[config.mk]
export PLATFORM = sky130hd
export DESIGN_NAME = stereo_mix_dc_block_gain_core
export DESIGN_NICKNAME = d
export VERILOG_FILES = /design/src/hw/rtl/smdc_pkg.sv /design/src/hw/rtl/smdc_mul.sv /design/src/hw/rtl/stereo_mix_dc_block_gain_core.sv
export SDC_FILE = /design/constraint.sdc
export NUM_CORES = 2
export LEC_CHECK = 0
export ABC_CLOCK_PERIOD_IN_PS = 11010
export BUFFER_PORTS_ARGS = -buffer_cell sky130_fd_sc_hd__clkbuf_2
export CORE_MARGIN = 1
export CORE_UTILIZATION = 60
export CTS_CLUSTER_SIZE = 28
export DETAILED_ROUTE_END_ITERATION = 6
export PLACE_DENSITY = 0.78
export SETUP_SLACK_MARGIN = 0.5
export SLEW_MARGIN = 15
export SYNTH_ARGS = -nofsm -noshare
export SYNTH_HDL_FRONTEND = slang
export SYNTH_SLANG_ARGS = --single-unit
[constraint.sdc]
create_clock -name clk -period 11.01 [get_ports clk]
set_input_delay 2.202 -clock clk [delete_from_list [all_inputs] [get_ports clk]]
set_output_delay 2.202 -clock clk [all_outputs]
set_load 0.05 [all_outputs]
[src/hw/rtl/smdc_pkg.sv]
package smdc_pkg;

	// Register map: one 32-bit word per register.
	localparam int ADDR_W = 4;
	localparam int DATA_W = 32;

	localparam logic [1:0] REG_DC_ALPHA    = 2'd0;
	localparam logic [1:0] REG_OUTPUT_GAIN = 2'd1;
	localparam logic [1:0] REG_INPUT_SHIFT = 2'd2;

	localparam logic [15:0] DC_ALPHA_RST    = 16'd65208;
	localparam logic [15:0] OUTPUT_GAIN_RST = 16'd1280;
	localparam logic [4:0]  INPUT_SHIFT_RST = 5'd14;

	// Shared multiplier: signed 25-bit operand times a 16-bit unsigned coefficient.
	localparam int MUL_A_W = 25;
	localparam int MUL_B_W = 16;
	localparam int MUL_P_W = MUL_A_W + MUL_B_W + 1;

	typedef enum logic [3:0] {
		ST_IDLE,
		ST_AVG,
		ST_SHIFT,
		ST_ACC,
		ST_MUL_LO,
		ST_MUL_HI,
		ST_SUM,
		ST_YSAT,
		ST_FILT,
		ST_GAIN,
		ST_GSAT
	} state_t;

	typedef enum logic [1:0] {
		SEL_ACC_LO,
		SEL_ACC_HI,
		SEL_GAIN
	} mul_sel_t;

	typedef struct packed {
		logic                      en;
		logic signed [MUL_A_W-1:0] a;
		logic [MUL_B_W-1:0]        b;
	} mul_req_t;

endpackage

[src/hw/rtl/smdc_mul.sv]
module smdc_mul import smdc_pkg::*; (
	input  logic                      clk,
	input  mul_req_t                  req,
	output logic signed [MUL_P_W-1:0] prod
);

	logic signed [MUL_B_W:0] b_ext;

	// The coefficient is unsigned, so it gets a zero sign bit.
	assign b_ext = $signed({1'b0, req.b});

	// Registered product, loaded only when the sequencer asks for it.
	always_ff @(posedge clk) begin
		if (req.en) begin
			prod <= req.a * b_ext;
		end
	end

endmodule

[src/hw/rtl/stereo_mix_dc_block_gain_core.sv]
// Stereo to mono DC-blocking gain stage.
//
// Input channel (in_valid / in_ready): one stereo pair, left_sample and
// right_sample, signed 32 bits. The pair is averaged, shifted right by
// input_shift, wrapped to 16 bits, passed through a one-pole DC blocker
// (coefficient dc_alpha, Q0.16), truncated and saturated, then scaled by
// output_gain (Q8.8) and saturated again.
// Output channel (out_valid / out_ready): one signed 16-bit mono_sample for
// each request taken.
// A new request is taken only in the idle state, once the previous sample
// has been loaded toward the output register. A sequencer steps each sample
// through one shared 25x16 multiplier, which is used three times per sample.
// The result sits in an output register, so a new request is taken while a
// finished sample waits. If the receiver stalls and that register is still
// full, the final step holds until it drains.
// Configuration: APB-style port, registers at byte addresses 0 (dc_alpha),
// 4 (output_gain) and 8 (input_shift). Write only while idle.
// Reset clears the filter history and loads the default register values.
module stereo_mix_dc_block_gain_core import smdc_pkg::*; (
	input  logic                     clk,
	input  logic                     arst_n,
	input  logic                     psel,
	input  logic                     penable,
	input  logic                     pwrite,
	input  logic [ADDR_W-1:0]        paddr,
	input  logic [DATA_W-1:0]        pwdata,
	output logic [DATA_W-1:0]        prdata,
	output logic                     pready,
	input  logic                     in_valid,
	output logic                     in_ready,
	input  logic signed [31:0]       left_sample,
	input  logic signed [31:0]       right_sample,
	output logic                     out_valid,
	input  logic                     out_ready,
	output logic signed [15:0]       mono_sample
);

	state_t state_q, state_d;
	mul_sel_t mul_sel;
	logic mul_en;
	mul_req_t mul_req;
	logic signed [MUL_P_W-1:0] mul_p;

	logic [15:0] dc_alpha_q;
	logic [15:0] output_gain_q;
	logic [4:0]  input_shift_q;

	logic signed [31:0] left_q, right_q, avg_q;
	logic signed [15:0] x_q, prev_x_q, filt_q;
	logic signed [40:0] acc_q;
	logic signed [57:0] prod_q;
	logic signed [39:0] prev_y_q;
	logic               out_load;

	logic signed [32:0] sum33, avg33;
	logic signed [31:0] shifted;
	logic signed [16:0] diff;
	logic signed [57:0] prod_rnd;
	logic signed [41:0] y_full;
	logic signed [39:0] y_sat;
	logic signed [39:0] y_rnd;
	logic signed [23:0] f_full;
	logic signed [15:0] f_sat;
	logic signed [32:0] g_prod, g_rnd;
	logic signed [24:0] g_full;
	logic signed [15:0] g_sat;

	assign pready = 1'b1;

	// Configuration writes.
	always_ff @(posedge clk or negedge arst_n) begin
		if (!arst_n) begin
			dc_alpha_q    <= DC_ALPHA_RST;
			output_gain_q <= OUTPUT_GAIN_RST;
			input_shift_q <= INPUT_SHIFT_RST;
		end else if (psel && penable && pwrite) begin
			unique case (paddr[3:2])
				REG_DC_ALPHA:    dc_alpha_q    <= pwdata[15:0];
				REG_OUTPUT_GAIN: output_gain_q <= pwdata[15:0];
				REG_INPUT_SHIFT: input_shift_q <= pwdata[4:0];
				default: ;
			endcase
		end
	end

	// Register read back.
	always_comb begin
		unique case (paddr[3:2])
			REG_DC_ALPHA:    prdata = {16'b0, dc_alpha_q};
			REG_OUTPUT_GAIN: prdata = {16'b0, output_gain_q};
			REG_INPUT_SHIFT: prdata = {27'b0, input_shift_q};
			default:         prdata = '0;
		endcase
	end

	// Sequencer state register.
	always_ff @(posedge clk or negedge arst_n) begin
		if (!arst_n) begin
			state_q <= ST_IDLE;
		end else begin
			state_q <= state_d;
		end
	end

	// Next state.
	always_comb begin
		state_d = state_q;
		unique case (state_q)
			ST_IDLE:   if (in_valid) state_d = ST_AVG;
			ST_AVG:    state_d = ST_SHIFT;
			ST_SHIFT:  state_d = ST_ACC;
			ST_ACC:    state_d = ST_MUL_LO;
			ST_MUL_LO: state_d = ST_MUL_HI;
			ST_MUL_HI: state_d = ST_SUM;
			ST_SUM:    state_d = ST_YSAT;
			ST_YSAT:   state_d = ST_FILT;
			ST_FILT:   state_d = ST_GAIN;
			ST_GAIN:   state_d = ST_GSAT;
			ST_GSAT:   if (!out_valid || out_ready) state_d = ST_IDLE;
			default:   state_d = ST_IDLE;
		endcase
	end

	// Sequencer outputs.
	always_comb begin
		in_ready = 1'b0;
		mul_en   = 1'b0;
		mul_sel  = SEL_ACC_LO;
		out_load = 1'b0;
		unique case (state_q)
			ST_IDLE:   in_ready = 1'b1;
			ST_MUL_LO: begin
				mul_en  = 1'b1;
				mul_sel = SEL_ACC_LO;
			end
			ST_MUL_HI: begin
				mul_en  = 1'b1;
				mul_sel = SEL_ACC_HI;
			end
			ST_GAIN: begin
				mul_en  = 1'b1;
				mul_sel = SEL_GAIN;
			end
			ST_GSAT:   out_load = !out_valid || out_ready;
			default: ;
		endcase
	end

	// Operand selection for the shared multiplier.
	always_comb begin
		mul_req.en = mul_en;
		case (mul_sel)
			SEL_ACC_LO: begin
				mul_req.a = $signed({1'b0, acc_q[23:0]});
				mul_req.b = dc_alpha_q;
			end
			SEL_ACC_HI: begin
				mul_req.a = $signed({{8{acc_q[40]}}, acc_q[40:24]});
				mul_req.b = dc_alpha_q;
			end
			default: begin
				mul_req.a = $signed({{9{filt_q[15]}}, filt_q});
				mul_req.b = output_gain_q;
			end
		endcase
	end

	smdc_mul u_mul (
		.clk  (clk),
		.req  (mul_req),
		.prod (mul_p)
	);

	// Average with truncation toward zero, then shift and wrap to 16 bits.
	assign sum33   = $signed({left_q[31], left_q}) + $signed({right_q[31], right_q});
	assign avg33   = (sum33 + $signed({32'b0, sum33[32]})) >>> 1;
	assign shifted = avg_q >>> input_shift_q;

	// Filter accumulator input: new difference scaled into the Q.16 domain.
	assign diff = $signed({x_q[15], x_q}) - $signed({prev_x_q[15], prev_x_q});

	// Product divided by 2^16 toward zero, saturated to 40 bits.
	assign prod_rnd = prod_q + $signed({42'b0, {16{prod_q[57]}}});
	assign y_full   = prod_rnd[57:16];
	always_comb begin
		if (y_full[41:39] == 3'b000 || y_full[41:39] == 3'b111) begin
			y_sat = y_full[39:0];
		end else if (y_full[41]) begin
			y_sat = {1'b1, 39'b0};
		end else begin
			y_sat = {1'b0, {39{1'b1}}};
		end
	end

	// Integer part of the filter output, toward zero, saturated to 16 bits.
	assign y_rnd  = prev_y_q + $signed({24'b0, {16{prev_y_q[39]}}});
	assign f_full = y_rnd[39:16];
	always_comb begin
		if (f_full[23:15] == 9'h000 || f_full[23:15] == 9'h1FF) begin
			f_sat = f_full[15:0];
		end else if (f_full[23]) begin
			f_sat = 16'sh8000;
		end else begin
			f_sat = 16'sh7FFF;
		end
	end

	// Gain product divided by 256 toward zero, saturated to 16 bits.
	assign g_prod = mul_p[32:0];
	assign g_rnd  = g_prod + $signed({25'b0, {8{g_prod[32]}}});
	assign g_full = g_rnd[32:8];
	always_comb begin
		if (g_full[24:15] == 10'h000 || g_full[24:15] == 10'h3FF) begin
			g_sat = g_full[15:0];
		end else if (g_full[24]) begin
			g_sat = 16'sh8000;
		end else begin
			g_sat = 16'sh7FFF;
		end
	end

	// Datapath registers, loaded step by step.
	always_ff @(posedge clk) begin
		unique case (state_q)
			ST_IDLE: begin
				if (in_valid) begin
					left_q  <= left_sample;
					right_q <= right_sample;
				end
			end
			ST_AVG:    avg_q  <= avg33[31:0];
			ST_SHIFT:  x_q    <= shifted[15:0];
			ST_ACC:    acc_q  <= $signed({{prev_y_q[39]}, prev_y_q})
				+ $signed({{8{diff[16]}}, diff, 16'b0});
			ST_MUL_HI: prod_q <= $signed({{16{mul_p[41]}}, mul_p});
			ST_SUM:    prod_q <= prod_q + $signed({mul_p[33:0], 24'b0});
			ST_FILT:   filt_q <= f_sat;
			default: ;
		endcase
	end

	// Filter history.
	always_ff @(posedge clk or negedge arst_n) begin
		if (!arst_n) begin
			prev_x_q <= '0;
			prev_y_q <= '0;
		end else if (state_q == ST_YSAT) begin
			prev_x_q <= x_q;
			prev_y_q <= y_sat;
		end
	end

	// Output register.
	always_ff @(posedge clk or negedge arst_n) begin
		if (!arst_n) begin
			out_valid <= 1'b0;
		end else if (out_load) begin
			out_valid <= 1'b1;
		end else if (out_ready) begin
			out_valid <= 1'b0;
		end
	end

	always_ff @(posedge clk) begin
		if (out_load) begin
			mono_sample <= g_sat;
		end
	end

endmodule

==> run_results.csv <==
group,metric,value,unit
clocking,ctsLongestPathBuffers,3,
logic_synthesis,synth.distinct_cells,95,
logic_synthesis,syn_area_per_cell,9.77,sq um
drt,drt_wl_total,95100,um
clocking,clock_latency,0.60,ns
drt,wl_per_cell,19.9,um
worst_setup_path,path_common_cell,"fa_1",
global_route,antenna_found_initial,5,
placed_design,placed_cells,4709,
global_route,grt_max_degree,74,
hold_path,hp-class,"reg2reg",
clocking,clock-sinks,383,
worst_setup_path,r2r_cells,26,
clocking,cts_buffers,43,
cells_and_area,area_growth,8.10,%
hold_path,holdPathStages,2,
sta,setup_tns,0,ns
floorplanning,die_h,252,um
logic_synthesis,mappedNetlistArea,0.0375,sq mm
worst_setup_path,cp-start-kind,"flip-flop",
global_route,first_global_vias,28400,
global_route,grt_overflow_total,0,
logic_synthesis,yosysWarnings,0,
logic_synthesis,synth_flop_cell,"edfxtp_1",
drt,drtIter0Drc,2647,
outcome,outcome,"completed",
placed_design,dp_hpwl,74700,um
sta,fmax,0.104,GHz
sta,relSlewSlack,0.164,
logic_synthesis,async_flop_share,0.256,
floorplanning,die_w,252,um
cells_and_area,fill_cells,4893,
sta,hold_viol,0,
cells_and_area,antenna_cells,0,
worst_setup_path,slowest_stage,"nor2_1",
sta,period_minus_slack,9.62,ns
logic_synthesis,seq_area_frac_synth,0.294,
cells_and_area,drive_above_1_share,0.106,
logic_synthesis,synth_edf_count,285,
logic_synthesis,synth_area_leaders,"edfxtp_1 23%, fa_1 21%, ha_1 8.2%, dfrtp_1 5.5%, inv_1 5.3%",
logic_synthesis,netlist.area_leader.share,0.228,
logic_synthesis,synthCells,3835,
floorplanning,rows,91,
floorplanning,io_pins,158,
floorplanning,start_util,0.607,
placed_design,dpl_cell_area,0.0391,sq mm
worst_setup_path,path_class,"reg2reg",
placed_design,place.gp.congestion,0.932,
drt,drt_pass1_iterations,5,
worst_setup_path,cpLargestDelayFamily,"adder cells",
cells_and_area,design_area,0.0405,sq mm
sta,tightest_slew,1.23,ns
sta,final_max_slew_viol_count,0,
cells_and_area,layout.nets,4665,
run,drv_cap,0,
worst_setup_path,reg2reg_slack,1.39,ns
global_route,grt_usage,0.307,
global_route,grt_pass1_wl,151000,um
clocking,htree_levels,2,
drt,viasPerCell,5.89,
floorplanning,coreArea,0.0617,sq mm
clocking,post-cts-setup-buffers,0,
sta,rsz0062_at_grt,"false",
logic_synthesis,synth_area_leader_cell,"edfxtp_1",
worst_setup_path,arrival,9.94,ns
drt,num_vias,28200,
worst_setup_path,crit_buf_inv,3,
worst_setup_path,worstSetupEndpointType,"flip-flop",
drt,ant_nets,0,
placed_design,port_buffers,122,
drt,drc,0,
logic_synthesis,yosys.cell_count.top_type,"inv_1",
logic_synthesis,synth_seq_cells,383,
sta,finalCritPeriodShare,0.874,
clocking,cts_tree,"done",
floorplanning,die-area,0.0635,sq mm
worst_setup_path,crit_path_max_incr_delay,0.79,ns
clocking,clk_transition_reported_paths,0.06,ns
sta,finalSetupViolCount,0,
cells_and_area,stdcell_count,4789,
sta,fin_skew,0.0420,ns
clocking,post_cts_resized,0,
sta,fin_hold_ws,0.497,ns
clocking,holdBufCountCts,0,
logic_synthesis,synth_common_cells,"532 x inv_1, 432 x nand2_1, 395 x fa_1, 370 x nor2_1, 285 x edfxtp_1",
worst_setup_path,worstPathMaxFanout,33,
worst_setup_path,path_depth,26,
worst_setup_path,required,11.33,ns
clocking,cts_root_buf,"clkbuf_16",
[worst paths after layout]
check	start	end
hold reg to reg	x_q[8]	prev_x_q[8]
setup / recovery	state_q[1]	u_mul.prod[41]
min in group asynchronous	arst_n	prev_y_q[31]
max in group asynchronous	arst_n	output_gain_q[11]
hold / removal	x_q[8]	prev_x_q[8]
setup reg to reg	state_q[1]	u_mul.prod[41]
[worst reg2reg max path, stage by stage, from the launching register on]
cell and delay, ns:
dfrtp_1 0.51, nand2b_1 0.33, or2_2 0.66, nand2_1 0.66, nor2_1 0.13, nor2_1 0.79, nand2_1 0.20, fa_1 0.58
inv_1 0.05, fa_1 0.51, fa_1 0.46, fa_1 0.58, fa_1 0.56, inv_1 0.06, fa_1 0.53, inv_1 0.04
ha_1 0.38, a211oi_1 0.24, o21ai_0 0.15, a221oi_1 0.36, o311a_1 0.26, nor3_1 0.08, a21oi_1 0.45, nor4b_1 0.13
a211oi_1 0.33, a311oi_1 0.17, xnor2_1 0.15
[metal layers]
| metal | part of all wire | global-route usage | routed length (um) |
|---|---|---|---|
| met1 | 0.38 | 0.392 | 36400 |
| met2 | 0.49 | 0.518 | 46200 |
| met3 | 0.084 | 0.0519 | 7990 |
| met4 | 0.047 | 0.131 | 4430 |
| met5 | 0.00072 | 0 | 68 |
[cell families after synthesis]
logic type	after synthesis	synth area share
other cells	2	0.000200
fa+ha+maj	641	0.293
mux	131	0.0410
xor+xnor	221	0.0520
flops	383	0.294
compound gates	645	0.114
buf+inv	687	0.0711
simple gates	1125	0.135
[layout make-up]
type                       instances  area [sq um]  area share
inverter                         532          2000      0.0493
timing repair buffer             177          1040      0.0256
sequential                       383         11000       0.272
clock inverter                    23           263     0.00649
multi-input combinational       2780         23900       0.591
clock buffer                      57          1190      0.0294
tap                              837          1050      0.0258
[registers in the layout (all words and copies together) (netlist names)]
signal         cells
prod_q            58
u_mul.prod        42
acc_q             41
prev_y_q          40
avg_q             32
left_q            32
right_q           32
dc_alpha_q        16
filt_q            16
mono_sample       16
output_gain_q     16
prev_x_q          16
x_q               16
input_shift_q      5
state_q            4
out_valid          1
[cell usage in the layout, fill, tap and decap left out, types with 19 or more instances in the layout]
cell / count
a21o_1: 71
or2_2: 32
nand2b_1: 26
clkbuf_2: 121
clkbuf_16: 45
nor2_1: 368
o22a_1: 39
ha_1: 246
a21oi_1: 167
buf_4: 55
a211oi_1: 21
edfxtp_1: 285
nor3_1: 29
nand3_1: 65
nand2_1: 432
mux2i_1: 61
nand4_1: 27
and2_1: 31
mux2_2: 51
fa_1: 395
o21a_1: 21
inv_1: 532
xor2_1: 86
nor2b_1: 21
dfrtp_1: 82
o21ai_0: 145
and3_1: 24
o22ai_1: 19
xnor2_1: 133
[stage by stage]
| stage | utilization | setup WS (ns) |
|---|---|---|
| finish | 0.657 | 1.39 |
| global route | 0.657 | 0.931 |
| CTS | 0.656 | 1.54 |
| detailed placement | 0.633 | 1.62 |
| global placement | 0.633 | 1.76 |
| floorplan | - | 2.63 |
Power is left out: the tool's default activity adds up to more than one toggle a clock period on the data nets, which glitch-free logic cannot reach.
